==> config.mk <==
export PLATFORM = sky130hd
export DESIGN_NAME = utf8_stream_decoder_core
export DESIGN_NICKNAME = d
export VERILOG_FILES = /design/src/design/utf8d_pkg.sv /design/src/design/utf8d_front.sv /design/src/design/utf8d_queue.sv /design/src/design/utf8d_back.sv /design/src/design/utf8_stream_decoder_core.sv
export SDC_FILE = /design/constraint.sdc
export NUM_CORES = 1
export LEC_CHECK = 0
export BUFFER_PORTS_ARGS = -buffer_cell sky130_fd_sc_hd__buf_2
export CAP_MARGIN = 10
export CORE_ASPECT_RATIO = 0.5
export CORE_MARGIN = 4
export CORE_UTILIZATION = 50
export CTS_CLUSTER_DIAMETER = 40
export DETAILED_ROUTE_END_ITERATION = 7
export GPL_TIMING_DRIVEN = 0
export PLACE_DENSITY = 0.67
export SYNTH_ARGS = -nofsm -noshare
export SYNTH_HDL_FRONTEND = slang
export SYNTH_SLANG_ARGS = --single-unit
==> constraint.sdc <==
create_clock -name clk -period 3.9 [get_ports clk]
set_input_delay 0.195 -clock clk [delete_from_list [all_inputs] [get_ports clk]]
set_output_delay 0.195 -clock clk [all_outputs]
set_load 0.05 [all_outputs]
==> src/design/utf8d_pkg.sv <==
// Shared types and constants of the UTF-8 stream decoder.
`timescale 1ns / 1ps

package utf8d_pkg;

    localparam int CP_W = 21;

    // Replacement character emitted for malformed input.
    localparam logic [CP_W-1:0] REPLACEMENT_CP = 21'h00FFFD;

    // Queue between the classifier and the output stage.
    localparam int QUEUE_DEPTH = 4;
    localparam int QPTR_W      = $clog2(QUEUE_DEPTH);
    localparam int QCNT_W      = $clog2(QUEUE_DEPTH + 1);

    // One decoded result as it leaves the block.
    typedef struct packed {
        logic [CP_W-1:0] code_point;
        logic            malformed;
        logic            run_last;
        logic            string_done;
    } result_t;

    // All results caused by one input byte: one or two.
    typedef struct packed {
        result_t first;
        result_t second;
        logic    has_second;
    } job_t;

endpackage

==> src/design/utf8d_front.sv <==
// Byte classifier: keeps the open-sequence state and builds the results of each byte.
`timescale 1ns / 1ps

module utf8d_front
(
    input  logic              clk,
    input  logic              rst_n,
    input  logic              in_valid,
    output logic              in_ready,
    input  logic [7:0]        byte_req,
    input  logic              string_end,
    input  logic              queue_full,
    output logic              push,
    output utf8d_pkg::job_t   push_job
);

    logic [utf8d_pkg::CP_W-1:0] partial_reg;
    logic [utf8d_pkg::CP_W-1:0] partial_next;
    logic [1:0]                 pending_reg;
    logic [1:0]                 pending_next;
    logic [1:0]                 count;
    utf8d_pkg::result_t         res0;
    utf8d_pkg::result_t         res1;
    logic                       accept;

    function automatic utf8d_pkg::result_t mk_res(input logic [utf8d_pkg::CP_W-1:0] cp,
                                                  input logic bad);
        utf8d_pkg::result_t r;
        r.code_point  = cp;
        r.malformed   = bad;
        r.run_last    = 1'b0;
        r.string_done = 1'b0;
        return r;
    endfunction

    assign in_ready = !queue_full;
    assign accept   = in_valid && !queue_full;

    // Decode one byte into at most two results and the next sequence state.
    always_comb
    begin
        utf8d_pkg::result_t r;
        partial_next = partial_reg;
        pending_next = pending_reg;
        count        = 2'd0;
        res0         = mk_res(utf8d_pkg::REPLACEMENT_CP, 1'b1);
        res1         = mk_res(utf8d_pkg::REPLACEMENT_CP, 1'b1);
        r            = mk_res(utf8d_pkg::REPLACEMENT_CP, 1'b1);

        if (pending_reg != 2'd0 && byte_req[7:6] == 2'b10)
        begin
            // Continuation byte shifts in six more bits.
            partial_next = {partial_reg[utf8d_pkg::CP_W-7:0], byte_req[5:0]};
            pending_next = pending_reg - 2'd1;
            if (pending_next == 2'd0)
            begin
                res0  = mk_res(partial_next, 1'b0);
                count = 2'd1;
            end
        end
        else
        begin
            // An open sequence cut short by a non-continuation byte.
            if (pending_reg != 2'd0)
            begin
                res0         = mk_res(utf8d_pkg::REPLACEMENT_CP, 1'b1);
                count        = 2'd1;
                pending_next = 2'd0;
                partial_next = '0;
            end
            // The byte itself is decoded as a lead byte.
            case (byte_req) inside
                [8'h00:8'h7F]:
                begin
                    r = mk_res({13'd0, byte_req}, 1'b0);
                    if (count == 2'd0)
                        res0 = r;
                    else
                        res1 = r;
                    count = count + 2'd1;
                end
                [8'hC0:8'hDF]:
                begin
                    partial_next = {16'd0, byte_req[4:0]};
                    pending_next = 2'd1;
                end
                [8'hE0:8'hEF]:
                begin
                    partial_next = {17'd0, byte_req[3:0]};
                    pending_next = 2'd2;
                end
                [8'hF0:8'hF7]:
                begin
                    partial_next = {18'd0, byte_req[2:0]};
                    pending_next = 2'd3;
                end
                default:
                begin
                    // Stray continuation or invalid lead byte.
                    if (count == 2'd0)
                        res0 = r;
                    else
                        res1 = r;
                    count = count + 2'd1;
                end
            endcase
        end

        // A sequence still open at string end is closed with a replacement.
        if (string_end && pending_next != 2'd0)
        begin
            if (count == 2'd0)
                res0 = mk_res(utf8d_pkg::REPLACEMENT_CP, 1'b1);
            else
                res1 = mk_res(utf8d_pkg::REPLACEMENT_CP, 1'b1);
            count        = count + 2'd1;
            pending_next = 2'd0;
            partial_next = '0;
        end

        // Mark the last result of this byte, and of the string.
        if (count == 2'd1)
        begin
            res0.run_last    = 1'b1;
            res0.string_done = string_end;
        end
        else if (count == 2'd2)
        begin
            res1.run_last    = 1'b1;
            res1.string_done = string_end;
        end
    end

    assign push                = accept && (count != 2'd0);
    assign push_job.first      = res0;
    assign push_job.second     = res1;
    assign push_job.has_second = (count == 2'd2);

    // Sequence state advances on every input transfer.
    always_ff @(posedge clk or negedge rst_n)
    begin
        if (!rst_n)
        begin
            partial_reg <= '0;
            pending_reg <= 2'd0;
        end
        else if (accept)
        begin
            partial_reg <= partial_next;
            pending_reg <= pending_next;
        end
    end

endmodule

==> src/design/utf8d_queue.sv <==
// Short queue of per-byte result groups between the classifier and the output stage.
`timescale 1ns / 1ps

module utf8d_queue
(
    input  logic              clk,
    input  logic              rst_n,
    input  logic              push,
    input  utf8d_pkg::job_t   push_job,
    output logic              full,
    input  logic              pop,
    output logic              not_empty,
    output utf8d_pkg::job_t   head_job
);

    utf8d_pkg::job_t               mem_reg [utf8d_pkg::QUEUE_DEPTH];
    logic [utf8d_pkg::QPTR_W-1:0]  wr_ptr_reg;
    logic [utf8d_pkg::QPTR_W-1:0]  rd_ptr_reg;
    logic [utf8d_pkg::QCNT_W-1:0]  count_reg;
    logic [utf8d_pkg::QCNT_W-1:0]  count_next;

    assign full      = (count_reg == utf8d_pkg::QCNT_W'(utf8d_pkg::QUEUE_DEPTH));
    assign not_empty = (count_reg != '0);
    assign head_job  = mem_reg[rd_ptr_reg];

    always_comb
    begin
        count_next = count_reg;
        if (push && !pop)
            count_next = count_reg + utf8d_pkg::QCNT_W'(1);
        else if (pop && !push)
            count_next = count_reg - utf8d_pkg::QCNT_W'(1);
    end

    // Storage is written at the tail only.
    always_ff @(posedge clk)
    begin
        if (push)
            mem_reg[wr_ptr_reg] <= push_job;
    end

    always_ff @(posedge clk or negedge rst_n)
    begin
        if (!rst_n)
        begin
            wr_ptr_reg <= '0;
            rd_ptr_reg <= '0;
            count_reg  <= '0;
        end
        else
        begin
            if (push)
                wr_ptr_reg <= (wr_ptr_reg == utf8d_pkg::QPTR_W'(utf8d_pkg::QUEUE_DEPTH - 1))
                              ? '0 : wr_ptr_reg + utf8d_pkg::QPTR_W'(1);
            if (pop)
                rd_ptr_reg <= (rd_ptr_reg == utf8d_pkg::QPTR_W'(utf8d_pkg::QUEUE_DEPTH - 1))
                              ? '0 : rd_ptr_reg + utf8d_pkg::QPTR_W'(1);
            count_reg <= count_next;
        end
    end

endmodule

==> src/design/utf8d_back.sv <==
// Output stage: registers results and emits one group's results one per transfer.
`timescale 1ns / 1ps

module utf8d_back
(
    input  logic                        clk,
    input  logic                        rst_n,
    input  logic                        job_valid,
    input  utf8d_pkg::job_t             job,
    output logic                        pop,
    output logic                        out_valid,
    input  logic                        out_ready,
    output logic [utf8d_pkg::CP_W-1:0]  code_point,
    output logic                        malformed,
    output logic                        run_last,
    output logic                        string_done
);

    logic               cur_valid_reg;
    utf8d_pkg::result_t cur_reg;
    logic               sec_valid_reg;
    utf8d_pkg::result_t sec_reg;
    logic               cur_free;

    // The current slot frees when empty or when its result is taken.
    assign cur_free = !cur_valid_reg || out_ready;
    assign pop      = cur_free && !sec_valid_reg && job_valid;

    assign out_valid   = cur_valid_reg;
    assign code_point  = cur_reg.code_point;
    assign malformed   = cur_reg.malformed;
    assign run_last    = cur_reg.run_last;
    assign string_done = cur_reg.string_done;

    always_ff @(posedge clk or negedge rst_n)
    begin
        if (!rst_n)
        begin
            cur_valid_reg <= 1'b0;
            sec_valid_reg <= 1'b0;
        end
        else if (cur_free)
        begin
            if (sec_valid_reg)
            begin
                cur_valid_reg <= 1'b1;
                sec_valid_reg <= 1'b0;
            end
            else
            begin
                cur_valid_reg <= job_valid;
                sec_valid_reg <= job_valid && job.has_second;
            end
        end
    end

    // Payload moves from the second slot or from the queue head.
    always_ff @(posedge clk)
    begin
        if (cur_free)
        begin
            if (sec_valid_reg)
            begin
                cur_reg <= sec_reg;
            end
            else if (job_valid)
            begin
                cur_reg <= job.first;
                sec_reg <= job.second;
            end
        end
    end

endmodule

==> src/design/utf8_stream_decoder_core.sv <==
// UTF-8 stream decoder: one byte in, zero to two code points out.
// A byte's first result is written into the queue, then into the output register, which drives the output.
// Throughput: one byte per cycle while the queue is not full; a byte that gives two results holds the output for both.
// The four-entry queue lets input keep flowing while a two-result byte drains.
// Reset (rst_n low, asynchronous) closes any open sequence and empties queue and output.
`timescale 1ns / 1ps

module utf8_stream_decoder_core
(
    input  logic                        clk,
    input  logic                        rst_n,
    input  logic                        in_valid,
    output logic                        in_ready,
    input  logic [7:0]                  byte_req,
    input  logic                        string_end,
    output logic                        out_valid,
    input  logic                        out_ready,
    output logic [utf8d_pkg::CP_W-1:0]  code_point,
    output logic                        malformed,
    output logic                        run_last,
    output logic                        string_done
);

    logic            push;
    utf8d_pkg::job_t push_job;
    logic            queue_full;
    logic            pop;
    logic            job_valid;
    utf8d_pkg::job_t head_job;

    // Classifier with the open-sequence state.
    utf8d_front u_front
    (
        .clk        (clk),
        .rst_n      (rst_n),
        .in_valid   (in_valid),
        .in_ready   (in_ready),
        .byte_req   (byte_req),
        .string_end (string_end),
        .queue_full (queue_full),
        .push       (push),
        .push_job   (push_job)
    );

    // Decoupling queue.
    utf8d_queue u_queue
    (
        .clk       (clk),
        .rst_n     (rst_n),
        .push      (push),
        .push_job  (push_job),
        .full      (queue_full),
        .pop       (pop),
        .not_empty (job_valid),
        .head_job  (head_job)
    );

    // Registered output stage.
    utf8d_back u_back
    (
        .clk         (clk),
        .rst_n       (rst_n),
        .job_valid   (job_valid),
        .job         (head_job),
        .pop         (pop),
        .out_valid   (out_valid),
        .out_ready   (out_ready),
        .code_point  (code_point),
        .malformed   (malformed),
        .run_last    (run_last),
        .string_done (string_done)
    );

endmodule

* After elaboration in Yosys (flattened, before gate mapping)
Memories as Yosys holds them, arrays and structs flattened.
Cells that the tools add are included.
** Storage, ports and cells
- Register bits :: 80
- RAM bits :: 196
- Input bits :: 13
- Output and inout bits :: 26
- Word-level logic and storage cells :: 115
- Memories kept :: 1
** Cells by class
- Add/sub/neg operators :: 7
- $lt $le $gt $ge :: 8
- Equality and inequality tests :: 6
- Mux-type cells :: 47
- Bitwise operators :: 1
- Reduce and logical (&&, ||, !) cells :: 30
** Memories
- u_queue.mem_reg :: words 4, bits a word 49, read ports 1, clocked after memory_dff 0, write ports 1, line utf8d_queue.sv:16 : utf8d_pkg::job_t mem_reg [utf8d_pkg::QUEUE_DEPTH];
** Operators by type and width (count)
- 24-bit two-way mux :: 11
- 21-bit two-way mux :: 7
- 19-bit two-way mux :: 2
- 2-bit two-way mux :: 19
- 8-bit greater-or-equal comparator (second input constant) :: 3
- 8-bit less-or-equal comparator (second input constant) :: 3
- 1-bit logical AND :: 13
- 2-bit nonzero test :: 5
- 2-bit by 1-bit adder with 2-bit output (second input constant) :: 4
- 2-bit equality test (second input constant) :: 4
- 8-bit by 1-bit greater-or-equal comparator with 1-bit output (second input constant) :: 1
- 8-bit by 7-bit less-or-equal comparator with 1-bit output (second input constant) :: 1
- 2-bit logical NOT :: 3
- 1-bit two-way mux :: 6
- 3-bit two-way mux :: 2
- 1-bit logical NOT :: 5
- 3-bit by 1-bit adder with 3-bit output (second input constant) :: 1
- 3-bit equality test (second input constant) :: 1
- 3-bit AND reduction :: 1
- 3-bit nonzero test :: 1
- 3-bit by 1-bit subtractor with 3-bit output (second input constant) :: 1
- 2-bit by 1-bit equality test with 1-bit output (second input constant) :: 1
- 2-bit AND reduction :: 1
- 2-bit by 1-bit subtractor with 2-bit output (second input constant) :: 1
- 2 further kinds :: 2

* Depth between registers and ports, before layout
- Depth in word-level cells :: 17
- Gate-level depth with buffers :: 16
- Depth with buffers taken out :: 16

* By module
A second synthesis with hierarchy kept.
** Second synthesis, totals
- Cells, all modules :: 552
- Area total of the unflattened synthesis :: 10918.0 µm²
** Modules (own cells, without submodules)
- utf8d_queue :: times used 1, cells each 294, area each 7546.0 µm², seq. area each 6060.8 µm²
- utf8d_back :: times used 1, cells each 87, area each 1933.1 µm², seq. area each 1491.4 µm²
- utf8d_front :: times used 1, cells each 171, area each 1438.9 µm², seq. area each 425.4 µm²

* Worst setup path before layout
Ideal clock, no wire load.
- Kind :: register to register
- Start :: reg u_front.pending_reg[1]
- End :: mem u_queue.mem_reg[3][0] (netlist name), enable pin
- Setup time :: 0.397 ns
- Arrival :: 3.172 ns
- Data required time :: 3.503 ns
- Path slack :: 0.332 ns
- Stages on the path, launching flop included :: 12
- Buffers on the path :: 0
- Clock period less this slack :: 3.568 ns
- Cells stage by stage :: dfrtp_1 inv_1 ha_1 inv_1 ha_1 a21oi_1 a211oi_2 inv_2 ha_1 a2111oi_4 a211oi_4 and2_1
** On the way
- Cells in the longest elaborated chain, start to end :: 15
- Elaborated cells between the ends (all ways) :: 27
- Those cells by class :: add/sub: 3; mux: 17; reduce/logical: 7
** RTL lines
- start: declaration :: line utf8d_front.sv:19 : logic [1:0] pending_reg;
- start signal: assignment :: line utf8d_front.sv:150 : pending_reg <= pending_next;
- 2-bit nonzero test :: line utf8d_front.sv:50, utf8d_front.sv:64
- 1-bit two-way mux :: line utf8d_front.sv:64 : if (pending_reg != 2'd0)
- 2-bit two-way mux :: line utf8d_front.sv:50 : if (pending_reg != 2'd0 && byte_req[7:6] == 2'b10)
- 2-bit by 1-bit adder with 2-bit output :: line utf8d_front.sv:80, utf8d_front.sv:104
- 2-bit two-way mux (4 in series) :: line utf8d_front.sv:72 : case (byte_req) inside
- 2-bit two-way mux :: line utf8d_front.sv:50
- 2-bit by 1-bit adder with 2-bit output :: line utf8d_front.sv:116 : count = count + 2'd1;
- 2-bit two-way mux * :: line utf8d_front.sv:110 : if (string_end && pending_next != 2'd0)
- 2-bit nonzero test * :: line utf8d_front.sv:134 : assign push = accept && (count != 2'd0);
- 1-bit logical AND * :: line utf8d_front.sv:134
- via push :: line utf8_stream_decoder_core.sv:24 : logic push;
- 1-bit two-way mux * :: line utf8d_queue.sv:38 : if (push)
- 1-bit two-way mux (not written as such) * :: line utf8d_queue.sv:39 : mem_reg[wr_ptr_reg] <= push_job;
- end: declaration :: line utf8d_queue.sv:16
The timed path passes the listed nets; every way through them passes the cells marked *. The select of a mux whose other input is x is not followed.

* Worst setup path in the final report
- Start :: reg u_front.pending_reg[0]
- End :: mem u_queue.mem_reg[3][34] (netlist name), enable pin
The elaborated chain is that of the path after synthesis.

==> results.py <==
metrics = {
    "route": {
        "drtPass1Iterations": 5,
        "wire_per_inst_um": 20.6,
        "drtIter0Drc": 366,
        "vias_per_cell": 5.48,
        "dr_total_vias": 4195,
        "ant_nets": 0,
        "routed_wl_mm": 15.8,
        "drc_errors": 0,
    },
    "power": {
        "p_per_area_nw_per_um2": 813,
        "p_sw_share_pct": 32.8,
        "p_leak_nw": 3.41,
        "pwr-share-seq_pct": 42.0,
        "intPower_mw": 5.30,
        "max-vdd-ir-drop_v": 0.000382,
        "clkPwrFrac_pct": 24.9,
        "switchingPower_mw": 2.58,
        "power_mw": 7.88,
        "combPwrFrac_pct": 33.0,
    },
    "hold_path": {
        "min-delay-start": "byte_req[3]",
        "hold_path.class": "in -> reg",
        "min_path_cells": 2,
        "hold-path-endpoint": "u_front.partial_reg[3]$_DFFE_PN0P_",
    },
    "logic_synthesis": {
        "postSynth.asyncResetShare_pct": 12.7,
        "ys_seq_area_share_pct": 72.1,
        "ys.flop_type": "edfxtp_1",
        "synthSimpleGateAreaFrac_pct": 5.32,
        "synthXorXnorAreaFrac_pct": 0.315,
        "syn_avg_cell_area_um2": 18.5,
        "synth-compound-area-share_pct": 6.04,
        "synth_edf_count": 179,
        "synthAdderAreaFrac_pct": 1.74,
        "ys_ff_latch": 205,
        "synthesis.nets": 475,
        "syn_inst": 451,
        "yosysWarningCount": 0,
        "synth_area_um2": 8350,
        "synth_top_family_by_area": "multiplexers",
        "synth_mux_area_share_pct": 12.3,
        "synth.distinct_cells": 58,
    },
    "die": {
        "rows": 33,
        "initial_core_util_pct": 51.0,
        "die_h_um": 99.4,
        "dieArea_um2": 19000,
        "io_pins": 39,
        "core_um2": 16400,
        "die_x_um": 191,
    },
    "clocking": {
        "cts_root_buf": "clkbuf_16",
        "cts_tree": "done",
        "clk_pin_slew_ps": 60,
        "clock_sinks": 205,
        "cts.path.max_buffers": 3,
        "cts_made_buffers": 20,
        "postCtsResizedCells": 0,
        "cts_max_level": 1,
        "worstSkewPairLatency_ps": 490,
    },
    "layout": {
        "fin_cells": 766,
        "drive_gt1_share_pct": 29.9,
        "final_common_cell": "edfxtp_1",
        "diodes": 0,
        "layout_common_cells": "edfxtp_1, buf_2, mux4_2",
        "largest_register_ffs": 144,
        "finalCoreUtilization_pct": 59.1,
        "area_growth_pct": 16.1,
        "nets": 549,
        "final_cell_area_um2": 9700,
    },
    "sta": {
        "rsz0062_at_grt": "false",
        "hold_viol_final": 0,
        "period_share_pct": 92.7,
        "fin_crit_ps": 3610,
        "finalSetupViolCount": 0,
        "setup_tns_ps": 0,
        "fmax_ghz": 0.277,
        "finalWorstSetupSlack_ps": 286,
        "hold_ws_ps": 71.2,
        "finClkSkew_ps": 12.2,
        "relSlewSlack_pct": 41.3,
        "finalMaxSlewViolations": 0,
        "worst_pin_slew_ps": 878,
    },
    "place": {
        "dpl.hpwl_mm": 10.1,
        "pre_cts_slack_ps": 111,
        "post-place-cells": 721,
        "place_congestion": 0.834,
        "port_buffers": 38,
        "placedInstanceArea_um2": 8940,
    },
    "setup_path": {
        "path_cells": "inv_1 > ha_1 > inv_1 > ha_1 > a21oi_1 > a211oi_2 > buf_4 > inv_2 > ha_1 > a2111oi_4 > a211oi_4 > buf_4 > and2_2 > buf_12",
        "startpoint_type": "flop",
        "cp_top_family": "adder cells",
        "critPathCaptureType": "flop",
        "r2r-end": "u_queue.mem_reg[3][34]$_DFFE_PP_",
        "rr_startpoint": "u_front.pending_reg[0]$_DFFE_PN0P_",
        "cp_max_fo": 21,
        "worst_ep_arrival_time_ps": 3800,
        "crit_type": "reg -> reg",
        "worst-r2r-cell-count": 14,
        "critPathMaxStageDelay_ps": 470,
        "worstPathRequired_ps": 4080,
        "ff2ff_setup_slack_ps": 290,
        "crit_buf_inv": 6,
        "slowest_stage": "and2_2",
        "cp_common_cell": "ha_1",
    },
    "grt": {
        "grt_use_total_pct": 17.4,
        "grt_max_degree": 32,
        "grt_pass1_wl_mm": 25.2,
        "grt.overflow.total": 0,
        "antenna_found_initial": 0,
        "grt_pass1_vias": 4343,
    },
    "status": {
        "status": "finished, final reports clean",
    },
    "flow_run": {
        "drv_cap": 0,
    },
}
## logic make-up (layout without fill, tap and decap cells)
kind of cell / count (synthesis) / after routing
AND/OR/NAND/NOR: 79 / 79
buffers and inverters: 40 / 128
multiplexers: 55 / 55
flip-flops: 205 / 205
adder cells (fa/ha/maj): 11 / 11
XOR/XNOR: 3 / 3
AO/OA/AOI/OAI: 58 / 58
## worst reg2reg max path, stage by stage, from the launching register on
cell,delay [ps]
dfrtp_1,420
inv_1,70
ha_1,270
inv_1,160
ha_1,310
a21oi_1,50
a211oi_2,150
buf_4,170
inv_2,60
ha_1,360
a2111oi_4,70
a211oi_4,310
buf_4,180
and2_2,470
buf_12,260
## cell type report
type,instances,area (µm²)
fill,1202,6700
sequential,205,6030
multi-input combinational,206,2170
clock buffer,28,582
timing repair buffer,52,362
tap,227,284
clock inverter,8,97.6
inverter,24,90.1
buffer,16,87.6
## power groups by stage
stage	clock [mW]	sequential (mW)	combinational [mW]
after floorplan	0	3.80	1.45
after global placement	0	3.37	2.51
after detailed placement	0	3.36	2.61
after CTS	2.00	3.32	2.62
after global routing	2.09	3.36	2.83
final	1.96	3.31	2.60
## timing repair
action | in CTS | in global routing
hold buffers | 5 | 0
buffers inserted | 0 | 4
endpoints found under the hold margin | 31 | 0
setup endpoints to repair | 0 | 71
## Yosys cell counts (9+ instances only)
cell type,instances,area (µm²)
o21ai_0,12,60.1
dfrtp_1,26,651
inv_1,23,86.3
edfxtp_1,179,5380
nor2_1,16,60.1
mux2_2,15,169
ha_1,10,125
and2_1,9,56.3
mux4_2,36,811
a22o_1,14,123
a21o_1,10,75.1
nand2_1,17,63.8
## how the worst max path moves through the flow
stage | startpoint | to | depth (start not counted)
2_1_floorplan | u_front.pending_reg[1]$_DFFE_PN0P_ | u_queue.mem_reg[3][0]$_DFFE_PP_ | 11
3_3_place_gp | u_front.pending_reg[1]$_DFFE_PN0P_ | u_queue.mem_reg[0][46]$_DFFE_PP_ | 11
3_5_place_dp | u_front.pending_reg[0]$_DFFE_PN0P_ | u_queue.count_reg[2]$_DFFE_PN0P_ | 16
4_1_cts | u_front.pending_reg[0]$_DFFE_PN0P_ | u_queue.count_reg[2]$_DFFE_PN0P_ | 16
5_1_grt | u_front.pending_reg[0]$_DFFE_PN0P_ | u_queue.count_reg[2]$_DFFE_PN0P_ | 17
6_report | u_front.pending_reg[0]$_DFFE_PN0P_ | u_queue.mem_reg[3][34]$_DFFE_PP_ | 14
## metal layers
layer | global-route usage (%) | up-vias | wire length, µm
li1 | - | 1929 | -
met1 | 25.9 | 2128 | 7190
met2 | 27.3 | 115 | 7350
met3 | 3.30 | 23 | 998
met4 | 4.08 | 0 | 240
met5 | 0 | - | 0
No activity file was read; power rests on OpenSTA's default activity.
